--- src/rtl/core/fkvc_pkg.sv ---
// Package for the FIFO-replacement key/value cache core.
// Field widths, operation codes, controller states and command struct.
// No dependencies.
package fkvc_pkg;

  localparam int unsigned KEY_W        = 32;
  localparam int unsigned VAL_W        = 32;
  localparam int unsigned OP_W         = 2;
  localparam int unsigned CAPACITY_DEF = 8;

  // input tdata: item_key [31:0], item_value [63:32]
  localparam int unsigned IN_DATA_W  = 64;
  // output tdata: read_value [31:0]
  localparam int unsigned OUT_DATA_W = 32;

  // operation codes carried on s_axis_tuser; code 3 changes no entry and returns a miss
  typedef enum logic [OP_W-1:0] {
    OP_INSERT = 2'd0,
    OP_REMOVE = 2'd1,
    OP_LOOKUP = 2'd2
  } op_e;

  typedef enum logic {
    ST_IDLE = 1'b0,
    ST_EXEC = 1'b1
  } ctrl_state_e;

  // controller to datapath commands
  typedef struct packed {
    logic capture;  // register request and per-cell match vector
    logic execute;  // apply update, load result register
  } dp_cmd_t;

endpackage

--- src/rtl/core/fkvc_ctrl.sv ---
// Controller FSM for the FIFO-replacement key/value cache core.
// Depends on fkvc_pkg; drives the datapath through dp_cmd_t.
module fkvc_ctrl
  import fkvc_pkg::*;
(
  input  logic    clk_i,
  input  logic    rst_ni,
  input  logic    in_valid_i,
  output logic    in_ready_o,
  output logic    out_valid_o,
  input  logic    out_ready_i,
  output dp_cmd_t cmd_o
);

  ctrl_state_e state_q, state_d;
  logic        out_valid_q, out_valid_d;
  logic        out_free;

  assign out_free = !out_valid_q || out_ready_i;

  // next state
  always_comb begin
    state_d = state_q;
    case (state_q)
      ST_IDLE: begin
        if (in_valid_i) state_d = ST_EXEC;
      end
      ST_EXEC: begin
        if (out_free) state_d = ST_IDLE;
      end
      default: state_d = ST_IDLE;
    endcase
  end

  // outputs
  always_comb begin
    in_ready_o    = 1'b0;
    cmd_o.capture = 1'b0;
    cmd_o.execute = 1'b0;
    case (state_q)
      ST_IDLE: begin
        in_ready_o    = 1'b1;
        cmd_o.capture = in_valid_i;
      end
      ST_EXEC: begin
        cmd_o.execute = out_free;
      end
      default: begin
        in_ready_o = 1'b0;
      end
    endcase
  end

  always_comb begin
    out_valid_d = out_valid_q;
    if (cmd_o.execute) out_valid_d = 1'b1;
    else if (out_ready_i) out_valid_d = 1'b0;
  end

  assign out_valid_o = out_valid_q;

  always_ff @(posedge clk_i or negedge rst_ni) begin
    if (!rst_ni) begin
      state_q     <= ST_IDLE;
      out_valid_q <= 1'b0;
    end else begin
      state_q     <= state_d;
      out_valid_q <= out_valid_d;
    end
  end

endmodule

--- src/rtl/core/fkvc_dp.sv ---
// Datapath for the FIFO-replacement key/value cache core: row of key/value
// cells (slot 0 newest), parallel key compare, update and result register.
// Depends on fkvc_pkg.
module fkvc_dp
  import fkvc_pkg::*;
#(
  parameter int unsigned CAPACITY = CAPACITY_DEF
) (
  input  logic             clk_i,
  input  logic             rst_ni,
  input  dp_cmd_t          cmd_i,
  input  logic [OP_W-1:0]  op_i,
  input  logic [KEY_W-1:0] key_i,
  input  logic [VAL_W-1:0] value_i,
  output logic             found_o,
  output logic [VAL_W-1:0] read_value_o
);

  localparam int unsigned CNT_W = $clog2(CAPACITY + 1);

  logic [KEY_W-1:0]    key_q [CAPACITY];
  logic [VAL_W-1:0]    val_q [CAPACITY];
  logic [CNT_W-1:0]    cnt_q, cnt_d;
  logic [CAPACITY-1:0] hit_q, hit_d;
  logic [OP_W-1:0]     op_q;
  logic [KEY_W-1:0]    req_key_q;
  logic [VAL_W-1:0]    req_val_q;
  logic                found_q, found_d;
  logic [VAL_W-1:0]    rdata_q, rdata_d;

  logic [CAPACITY-1:0] first_oh;
  logic [CAPACITY-1:0] at_or_above;
  logic                any_hit;
  logic [VAL_W-1:0]    hit_val;
  logic                do_insert, do_remove;

  // compare the incoming key against every valid cell
  always_comb begin
    for (int unsigned i = 0; i < CAPACITY; i++) begin
      hit_d[i] = (CNT_W'(i) < cnt_q) && (key_q[i] == key_i);
    end
  end

  // newest match: lowest set bit; cells at or above it close the gap
  assign any_hit     = |hit_q;
  assign first_oh    = hit_q & (~hit_q + CAPACITY'(1));
  assign at_or_above = ~(first_oh - CAPACITY'(1));

  always_comb begin
    hit_val = '0;
    for (int unsigned i = 0; i < CAPACITY; i++) begin
      if (first_oh[i]) hit_val = hit_val | val_q[i];
    end
  end

  assign do_insert = cmd_i.execute && (op_q == OP_INSERT);
  assign do_remove = cmd_i.execute && (op_q == OP_REMOVE) && any_hit;

  always_comb begin
    found_d = 1'b0;
    rdata_d = '0;
    cnt_d   = cnt_q;
    case (op_q)
      OP_INSERT: begin
        found_d = 1'b1;
        if (cnt_q != CNT_W'(CAPACITY)) cnt_d = cnt_q + CNT_W'(1);
      end
      OP_REMOVE: begin
        found_d = any_hit;
        if (any_hit) cnt_d = cnt_q - CNT_W'(1);
      end
      OP_LOOKUP: begin
        found_d = any_hit;
        rdata_d = hit_val;
      end
      default: begin
        found_d = 1'b0;
      end
    endcase
  end

  // cell row
  for (genvar g = 0; g < CAPACITY; g++) begin : g_cell
    logic [KEY_W-1:0] older_key, newer_key;
    logic [VAL_W-1:0] older_val, newer_val;
    logic             pull;

    if (g == 0) begin : g_head
      assign newer_key = req_key_q;
      assign newer_val = req_val_q;
    end else begin : g_body
      assign newer_key = key_q[g-1];
      assign newer_val = val_q[g-1];
    end

    if (g == CAPACITY - 1) begin : g_tail
      assign older_key = key_q[g];
      assign older_val = val_q[g];
      assign pull      = 1'b0;
    end else begin : g_mid
      assign older_key = key_q[g+1];
      assign older_val = val_q[g+1];
      assign pull      = at_or_above[g];
    end

    always_ff @(posedge clk_i) begin
      if (do_insert) begin
        key_q[g] <= newer_key;
        val_q[g] <= newer_val;
      end else if (do_remove && pull) begin
        key_q[g] <= older_key;
        val_q[g] <= older_val;
      end
    end
  end

  always_ff @(posedge clk_i or negedge rst_ni) begin
    if (!rst_ni) begin
      cnt_q <= '0;
    end else if (cmd_i.execute) begin
      cnt_q <= cnt_d;
    end
  end

  always_ff @(posedge clk_i) begin
    if (cmd_i.capture) begin
      hit_q     <= hit_d;
      op_q      <= op_i;
      req_key_q <= key_i;
      req_val_q <= value_i;
    end
    if (cmd_i.execute) begin
      found_q <= found_d;
      rdata_q <= rdata_d;
    end
  end

  assign found_o      = found_q;
  assign read_value_o = rdata_q;

endmodule

--- src/rtl/core/fifo_replacement_key_value_cache_core.sv ---
// Top level of the FIFO-replacement key/value cache core.
// Instantiates fkvc_ctrl and fkvc_dp; depends on fkvc_pkg.
//
//  channel  | dir | tdata                       | tuser        | notes
//  ---------+-----+-----------------------------+--------------+----------------------
//  s_axis   | in  | item_key, item_value        | op (2 bits)  | one request per item
//  m_axis   | out | read_value                  | found        | one result per request
//
// Steps: when the result register is free, the accept cycle compares the key against
// all cells in parallel, and the next cycle finds the newest match, shifts the cell
// row and loads the result register.
// A result waiting on m_axis_tready holds the next item in its update step.
// Reset (rst_ni low, asynchronous) empties the store; the cells keep their
// data, only slots below the entry count are ever compared or read.
module fifo_replacement_key_value_cache_core
  import fkvc_pkg::*;
#(
  parameter int unsigned CAPACITY = CAPACITY_DEF  // 1 .. 256 entries
) (
  input  logic                  clk_i,
  input  logic                  rst_ni,
  input  logic                  s_axis_tvalid,
  output logic                  s_axis_tready,
  input  logic [IN_DATA_W-1:0]  s_axis_tdata,   // [31:0] item_key, [63:32] item_value
  input  logic [OP_W-1:0]       s_axis_tuser,   // [1:0] op
  output logic                  m_axis_tvalid,
  input  logic                  m_axis_tready,
  output logic [OUT_DATA_W-1:0] m_axis_tdata,   // [31:0] read_value
  output logic                  m_axis_tuser    // [0] found
);

  dp_cmd_t cmd;

  fkvc_ctrl u_ctrl (
    .clk_i       (clk_i),
    .rst_ni      (rst_ni),
    .in_valid_i  (s_axis_tvalid),
    .in_ready_o  (s_axis_tready),
    .out_valid_o (m_axis_tvalid),
    .out_ready_i (m_axis_tready),
    .cmd_o       (cmd)
  );

  fkvc_dp #(
    .CAPACITY (CAPACITY)
  ) u_dp (
    .clk_i        (clk_i),
    .rst_ni       (rst_ni),
    .cmd_i        (cmd),
    .op_i         (s_axis_tuser),
    .key_i        (s_axis_tdata[KEY_W-1:0]),
    .value_i      (s_axis_tdata[KEY_W +: VAL_W]),
    .found_o      (m_axis_tuser),
    .read_value_o (m_axis_tdata)
  );

endmodule

--- config.mk ---
export PLATFORM = sky130hd
export DESIGN_NAME = fifo_replacement_key_value_cache_core
export DESIGN_NICKNAME = d
export VERILOG_FILES = /design/src/rtl/core/fkvc_pkg.sv /design/src/rtl/core/fkvc_ctrl.sv /design/src/rtl/core/fkvc_dp.sv /design/src/rtl/core/fifo_replacement_key_value_cache_core.sv
export SDC_FILE = /design/constraint.sdc
export NUM_CORES = 1
export LEC_CHECK = 0
export BUFFER_PORTS_ARGS = -buffer_cell sky130_fd_sc_hd__clkbuf_2
export CAP_MARGIN = 20
export CORE_MARGIN = 3
export CORE_UTILIZATION = 43
export CTS_CLUSTER_SIZE = 16
export DETAILED_ROUTE_END_ITERATION = 8
export GPL_TIMING_DRIVEN = 1
export MAX_ROUTING_LAYER = met4
export PLACE_DENSITY_LB_ADDON = 0.2
export SLEW_MARGIN = 20
export SYNTH_ARGS = -nofsm -noshare
export SYNTH_HDL_FRONTEND = slang
export SYNTH_SLANG_ARGS = --single-unit
--- constraint.sdc ---
create_clock -name clk_i -period 11.8 [get_ports clk_i]
set_clock_uncertainty 0.2 [all_clocks]
set_input_delay 2.36 -clock clk_i [delete_from_list [all_inputs] [get_ports clk_i]]
set_output_delay 2.36 -clock clk_i [all_outputs]
set_load 0.005 [all_outputs]
# ---- Word-level counts from Yosys, hierarchy flattened
# Memory sizes are Yosys's and may differ from the RTL's.
# Index checks and enable logic that the tools add are counted.
# Widths: inputs -> output; s select.
dict set report classes {
  add_sub_neg 4
  n_lt_le_gt_ge 8
  eq_ne 13
  muxes 57
  bitwise_logic 25
  n_reduce_logical 26
}
# cell n
set op_table {}
lappend op_table {{$mux 32} 22}
lappend op_table {{$eq 32x32->1} 8}
lappend op_table {{$or 32x32->32} 7}
lappend op_table {{$mux 1} 30}
lappend op_table {{$logic_and 1x1->1} 18}
lappend op_table {{$lt 3x4->1 const A} 4}
lappend op_table {{$or 1x1->1} 14}
lappend op_table {{$add 8x1->8 const B} 1}
lappend op_table {{$and 8x8->8} 1}
lappend op_table {{$lt 1x4->1 const A} 2}
lappend op_table {{$lt 2x4->1 const A} 2}
lappend op_table {{$mux 4} 2}
lappend op_table {{$not 8->8} 1}
lappend op_table {{$pmux 4 s2} 1}
lappend op_table {{$reduce_or 8->1} 1}
lappend op_table {{$not 7->7} 1}
lappend op_table {{$sub 7x1->7 const B} 1}
lappend op_table {{$add 4x1->4 const B} 1}
lappend op_table {{$ne 4x4->1 const B} 1}
lappend op_table {{$pmux 1 s2} 2}
lappend op_table {{$reduce_and 4->1} 1}
lappend op_table {{$reduce_bool 2->1} 2}
lappend op_table {{$sub 4x1->4 const B} 1}
lappend op_table {{$eq 2x1->1 const B} 1}
lappend op_table {{other kinds (8)} 8}
dict set report word_totals {
  regBits 113
  ramBits 512
  inputBits 70
  out_inout_bits 35
  word_cells 144
  memories 2
}
# name words word_bits rd rd_ports_with_merged_regs wr line
set mem_list {}
lappend mem_list {u_dp.key_q 8 32 8 0 8 fkvc_dp.sv:21} ;# logic [KEY_W-1:0] key_q [CAPACITY];
lappend mem_list {u_dp.val_q 8 32 8 0 8 fkvc_dp.sv:22} ;# logic [VAL_W-1:0] val_q [CAPACITY];

# ---- Longest topological paths before layout
# Gate-level depths: netlist of the first run.
dict set report logic_depth {
  depth_word 18
  depth_mapped 9
}

# ---- By module
# A second synthesis of the first run with hierarchy kept.
dict set report unflattened {
  hier_cells 1894
  area_unflattened_um2 29683.5
}
# module instances cells_each area_per_inst_um2 seq_area_each_um2
set by_module_without_submodules {}
lappend by_module_without_submodules {fkvc_dp 1 1885 29582.1 18687.9}
lappend by_module_without_submodules {fkvc_ctrl 1 9 101.3 50.0}

# ---- Least setup slack after synthesis of the first run
# OpenSTA, ideal clock, no wires.
dict set report synth_path {
  kind {input-to-reg}
  start {in m_axis_tready}
  end {mem u_dp.key_q[0][0], enable pin}
  setup_ns 0.575
  t_arrival_ns 8.231
  t_required_ns 11.025
  setup_slack_ns 2.794
  path_stages 4
  path_buffers 0
  cell_sequence {nand2b_1 > and2_1 > nand2_1 > o21ai_0}
}
# element line
set synth_lines {}
lappend synth_lines {{start: declaration} fifo_replacement_key_value_cache_core.sv:27} ;# input logic m_axis_tready,
lappend synth_lines {{end: declaration} fkvc_dp.sv:21}

==> results of run 1 <==
==> layout make-up <==
| cell class | instances | area, sq um | area share |
|---|---|---|---|
| inverters | 71 | 267 | 0.00795 |
| clock inverters | 41 | 412 | 0.0123 |
| repair buffers | 128 | 741 | 0.0221 |
| flip-flops and latches | 625 | 18700 | 0.559 |
| clock buffers | 90 | 1910 | 0.0570 |
| well taps | 921 | 1150 | 0.0344 |
| multi-input cells | 1151 | 10300 | 0.307 |
==> per-stage QoR <==
stage	hold slack, ps	util	power (uW)
detailed placement	262	0.458	4960
global route	301	0.493	7450
finish	285	0.493	7150
floorplan	244	-	4430
CTS	278	0.492	7200
global placement	258	0.458	4910
==> critical path: stages <==
cell	delay [ps]
clkbuf_2	70
nand2b_1	170
and2_2	880
nand2_1	630
o21ai_4	980
buf_4	640
==> cell usage in the layout, fill, tap and decap left out, types with 16 or more instances in the layout <==
master     count
edfxtp_1     619
mux2_2       412
xor2_1       214
clkbuf_2     104
clkbuf_16     74
inv_1         70
a21oi_1       68
nor4_1        52
xnor2_1       46
nand2_1       36
mux2i_1       34
o21ai_0       33
a22oi_1       32
nand3b_1      32
a221o_1       32
a221oi_1      32
o21a_1        32
buf_4         22
nand4_1       17
clkinv_1      17
nor3_1        16
clkbuf_1      16
==> where the power goes <==
part | switching [uW] | internal, uW
clock | 926 | 1310
sequential | 356 | 3130
combinational | 850 | 580
total | 2130 | 5020
==> path summary, 6_finish.rpt <==
path                                      endpoint
worst max-delay path             u_dp.key_q[1][39]
worst min register to register  u_dp.val_q[1][103]
worst max register to register   u_dp.key_q[1][39]
max in group asynchronous           u_ctrl.state_q
min in group asynchronous            u_dp.cnt_q[1]
worst min-delay path            u_dp.val_q[1][103]
==> flip-flops by register name (all words and copies together) (netlist names) <==
signal                 flops
u_dp.op_q                  2
u_dp.hit_q                 8
u_ctrl.out_valid_o         1
u_dp.found_o               1
u_dp.cnt_q                 4
u_dp.read_value_o         32
u_ctrl.state_q             1
u_dp.g_cell.newer_val     32
u_dp.key_q               256
u_dp.g_cell.newer_key     32
u_dp.val_q               256
==> routing by layer <==
| metal | vias to the layer above | track usage | wire length (microns) | part of all wire |
|---|---|---|---|---|
| met3 | 128 | 0.0326 | 3710 | 0.046 |
| met4 | 0 | 0.0612 | 2030 | 0.025 |
| met2 | 521 | 0.360 | 39100 | 0.49 |
| met1 | 8947 | 0.295 | 35000 | 0.44 |
| met5 | - | - | 0 | 0 |
| li1 | 7678 | - | - | - |
==> cells by family (layout without fill, tap and decap cells) <==
group | count (synthesis) | after routing
AO/OA/AOI/OAI | 242 | 242
XOR/XNOR | 260 | 260
adder cells (fa/ha/maj) | 7 | 7
buffers and inverters | 207 | 330
flip-flops | 625 | 625
multiplexers | 450 | 450
AND/OR/NAND/NOR | 192 | 192
==> flow_metrics.env, run 1 <==
export IMPL_p_leak_uw=0.0117
export IMPL_yosysSeqAreaShare=0.628
export IMPL_grt_pass1_vias=17600
export IMPL_clock_fmax_ghz=0.173
export IMPL_synth_nets=2060
export IMPL_r2r_start="u_ctrl.out_valid_o"
export IMPL_synthArstFlopShare=0.00960
export IMPL_io_pins=105
export IMPL_final_antenna_net_count=0
export IMPL_vdd_drop_max_mv=0.160
export IMPL_setup_violations=0
export IMPL_routedWlPerCell_microns=26.3
export IMPL_setup_tns_ps=0
export IMPL_core_area_sq_um=68000
export IMPL_cts_clk_slew_worst_paths_ps=60
export IMPL_yosys_area_share_adder=0.00293
export IMPL_clockBufferDepth=3
export IMPL_required_ps=11840
export IMPL_p_per_area_nw_per_um2=213
export IMPL_first_iter_violations=1592
export IMPL_cts_sinks=625
export IMPL_fp_dieH_microns=269
export IMPL_tightest_slew_ps=1090
export IMPL_yosysUniqueCellTypes=42
export IMPL_clock_latency_ps=620
export IMPL_post_place_ws_ps=5270
export IMPL_dp_hpwl_microns=52400
export IMPL_cp_arrival_ps=5820
export IMPL_worstHoldStart="u_dp.val_q[1][71]"
export IMPL_holdPathStages=0
export IMPL_routabilityCongestion=0.860
export IMPL_ys_ff_latch=625
export IMPL_cts_tree="yes"
export IMPL_reg2regPathDepth=5
export IMPL_placedCellCount=2894
export IMPL_synth_xor_area_share=0.0763
export IMPL_nets=2126
export IMPL_synth_edf_count=619
export IMPL_die_x_microns=269
export IMPL_cap_violations=0
export IMPL_n_antenna_cell=0
export IMPL_relSlewSlack=0.271
export IMPL_vias=17300
export IMPL_path_max_fanout=38
export IMPL_place_area_sq_um=31200
export IMPL_cts_made_buffers=72
export IMPL_hp_class="reg2reg"
export IMPL_instances_no_fill=3027
export IMPL_cp_startpoint="m_axis_tready"
export IMPL_grt_usage=0.223
export IMPL_cts_resized=0
export IMPL_dr_pass1_iters=5
export IMPL_cts_setup_buffers=0
export IMPL_synth_largest_area_cell="edfxtp_1"
export IMPL_rsz0062_at_grt="no"
export IMPL_grt_pass1_wl_microns=119000
export IMPL_fillers=5868
export IMPL_synthSimpleGateAreaFrac=0.0370
export IMPL_min_period_over_period=0.490
export IMPL_drive_above_1_share=0.312
export IMPL_critPathCaptureType="flip-flop"
export IMPL_reg2reg_slack_ps=7500
export IMPL_synthTopCellsByArea="edfxtp_1 62%, mux2_2 16%, xor2_1 6.3%"
export IMPL_drv_slew=0
export IMPL_antenna_found_initial=0
export IMPL_finalHoldViolations=0
export IMPL_cts_hold_buf=0
export IMPL_grt_max_degree=68
export IMPL_setup_worst_path_class="in2reg"
export IMPL_setup_ws_ps=6020
export IMPL_overflow=0
export IMPL_synth_avg_cell_area_sq_um=15.1
export IMPL_start_util=0.439
export IMPL_clock_root_buffer="clkbuf_16"
export IMPL_synth_compound_area_frac=0.0563
export IMPL_yosysMostFrequentCell="edfxtp_1"
export IMPL_syn_to_final_growth_pct=12.3
export IMPL_status="completed"
export IMPL_muxShareOfSynthArea=0.168
export IMPL_fin_crit_ps=5780
export IMPL_vias_per_cell=5.71
export IMPL_port_buffers=104
export IMPL_netlist_area_sq_um=29900
export IMPL_die_area_sq_um=72600
export IMPL_synthFlopType="edfxtp_1"
export IMPL_yosysWarnings=0
export IMPL_design_area_sq_um=33500
export IMPL_drc=0
export IMPL_synth_top_area_frac=0.623
export IMPL_syn_inst=1983
export IMPL_synth_common_cells="619 x edfxtp_1, 412 x mux2_2, 214 x xor2_1, 81 x clkbuf_1, 71 x inv_1"
export IMPL_crit_path_start_kind="input port"
export IMPL_totalWireLength_microns=79800
export IMPL_synth_top_family_by_area="multiplexers"
export IMPL_htree_levels=3
export IMPL_row_count=95
Power figures use the tool's default switching activity.
==> run 2: changes to the inputs <==
Clock period 11.8 ns to 5 ns, I/O delays scaled along.
==> run 2 against run 1 <==
  * Routed wire length is 2.6% higher
  * Non-clock buffer count is 12 higher
  * Design area is 0.16% lower
  * Combinational power grew to 2.5 times the previous value
  * Cell count hardly changed
  * Register-to-register slack worse by 6200 ps
  * Core utilization is 0.079 points lower
  * Via count is 0.93% higher
  * Die area stayed put
  * Critical path depth is 1 lower
  * Clock power is 110% higher
  * Clock-buffer cell count is 2 lower
==> flow_metrics.env, run 2 (synthesis results as in run 1) <==
export IMPL_status="completed"
export IMPL_fin_crit_ps=3670
export IMPL_fillers=5856
export IMPL_routedWlPerCell_microns=27.0
export IMPL_cap_violations=0
export IMPL_setup_violations=0
export IMPL_clock_root_buffer="clkbuf_16"
export IMPL_instances_no_fill=3030
export IMPL_fp_dieH_microns=269
export IMPL_cp_arrival_ps=3810
export IMPL_clock_latency_ps=630
export IMPL_vias=17400
export IMPL_fin_util=0.492
export IMPL_dp_hpwl_microns=51200
export IMPL_rsz0062_at_grt="no"
export IMPL_drc=0
export IMPL_drive_above_1_share=0.311
export IMPL_min_period_over_period=0.734
export IMPL_vdd_drop_max_mv=0.269
export IMPL_syn_to_final_growth_pct=12.1
export IMPL_cts_made_buffers=70
export IMPL_vias_per_cell=5.75
export IMPL_p_sw_uw=5070
export IMPL_setup_worst_path_class="reg2reg"
export IMPL_cts_tree="yes"
export IMPL_die_x_microns=269
export IMPL_hold_ws_ps=272
export IMPL_final_cell_mix="619 x edfxtp_1, 412 x mux2_2, 214 x xor2_1"
export IMPL_grt_pass1_vias=17700
export IMPL_required_ps=5140
export IMPL_port_buffers=104
export IMPL_grt_max_degree=70
export IMPL_totalWireLength_microns=81800
export IMPL_hp_class="reg2reg"
export IMPL_htree_levels=3
export IMPL_start_util=0.439
export IMPL_cts_resized=0
export IMPL_drv_slew=0
export IMPL_met3_usage=0.0380
export IMPL_grt_usage=0.229
export IMPL_crit_path_start_kind="flip-flop"
export IMPL_clock_fmax_ghz=0.272
export IMPL_grt_busiest_layer="met2"
export IMPL_multi_input_area_sq_um=10300
export IMPL_io_pins=105
export IMPL_tightest_slew_ps=1120
export IMPL_relSlewSlack=0.244
export IMPL_nets=2136
export IMPL_top_regs="u_dp.key_q x256, u_dp.val_q x256"
export IMPL_path_max_fanout=44
export IMPL_final_antenna_net_count=0
export IMPL_dr_pass1_iters=5
export IMPL_grt_pass1_wl_microns=121000
export IMPL_final_common_cell="edfxtp_1"
export IMPL_overflow=0
export IMPL_p_clk_frac=0.289
export IMPL_routabilityCongestion=0.948
export IMPL_swShare=0.306
export IMPL_row_count=95
export IMPL_cts_sinks=625
export IMPL_clockBufferDepth=3
export IMPL_p_leak_uw=0.0116
export IMPL_core_area_sq_um=68000
export IMPL_placedCellCount=2907
export IMPL_seq_area_sq_um=18700
export IMPL_grt_use_met1=0.300
export IMPL_internal_power_uw=11500
export IMPL_pwr_share_comb=0.220
export IMPL_finalHoldViolations=0
export IMPL_pwr_share_seq=0.491
export IMPL_p_per_area_nw_per_um2=494
export IMPL_antenna_found_initial=3
export IMPL_grt_util_met2=0.366
export IMPL_die_area_sq_um=72600
export IMPL_critPathCaptureType="flip-flop"
export IMPL_power_uw=16500
export IMPL_cts_clk_slew_worst_paths_ps=60
export IMPL_first_iter_violations=1720
==> run 2: metrics by stage <==
step | setup WS, ps | instance area, sq um | setup TNS (ps)
after global placement | 1180 | 31400 | 0
final | 1330 | 33500 | 0
after floorplan | -974 | 29900 | -436390
after detailed placement | 1120 | 31400 | 0
after CTS | 1330 | 33500 | 0
after global routing | 1190 | 33500 | 0
==> run 2: path summary, 6_finish.rpt <==
path	start	end	slack, ps	cells after the start
setup reg to reg	u_dp.hit_q[2]	u_dp.val_q[1][2]	1330	5
min in group asynchronous	rst_ni	u_dp.cnt_q[2]	580	2
hold reg to reg	u_dp.val_q[1][79]	u_dp.val_q[1][111]	270	0
setup / recovery	u_dp.hit_q[2]	u_dp.val_q[1][2]	1330	5
hold / removal	u_dp.val_q[1][79]	u_dp.val_q[1][111]	270	0
max in group asynchronous	rst_ni	u_ctrl.state_q	3820	2
==> run 2: final cells by class <==
cell class | instances | area share
Sequential cell | 625 | 0.560
Multi-Input combinational cell | 1151 | 0.308
Clock buffer | 88 | 0.0550
Tap cell | 921 | 0.0344
Timing Repair Buffer | 140 | 0.0280
Inverter | 71 | 0.00796
Clock inverter | 32 | 0.00677
Antenna cell | 2 | 0.000150
==> run 2: timing repair <==
action                                 in CTS  in global routing
hold buffers                                1                  0
buffers inserted                            0                  0
endpoints found under the hold margin       3                  0
==> run 2: routing by layer <==
layer | share of wire | up-vias
li1 | - | 7698
met2 | 0.48 | 665
met3 | 0.063 | 138
met5 | 0 | -
met4 | 0.035 | 0
met1 | 0.42 | 8934
==> run 2: critical path, stage by stage (launching register included) <==
cell      delay, ps
edfxtp_1        470
or3_4           670
nor3_1          460
nand2b_4        860
buf_4           550
mux2i_1         150
==> run 2: power groups by stage <==
stage / clock network (uW) / logic (uW) / registers [uW]
global route: 5080 / 3910 / 8240
finish: 4780 / 3640 / 8120
CTS: 4890 / 3680 / 8100
floorplan: 0 / 2370 / 8010
detailed placement: 0 / 3660 / 8200
global placement: 0 / 3590 / 8160
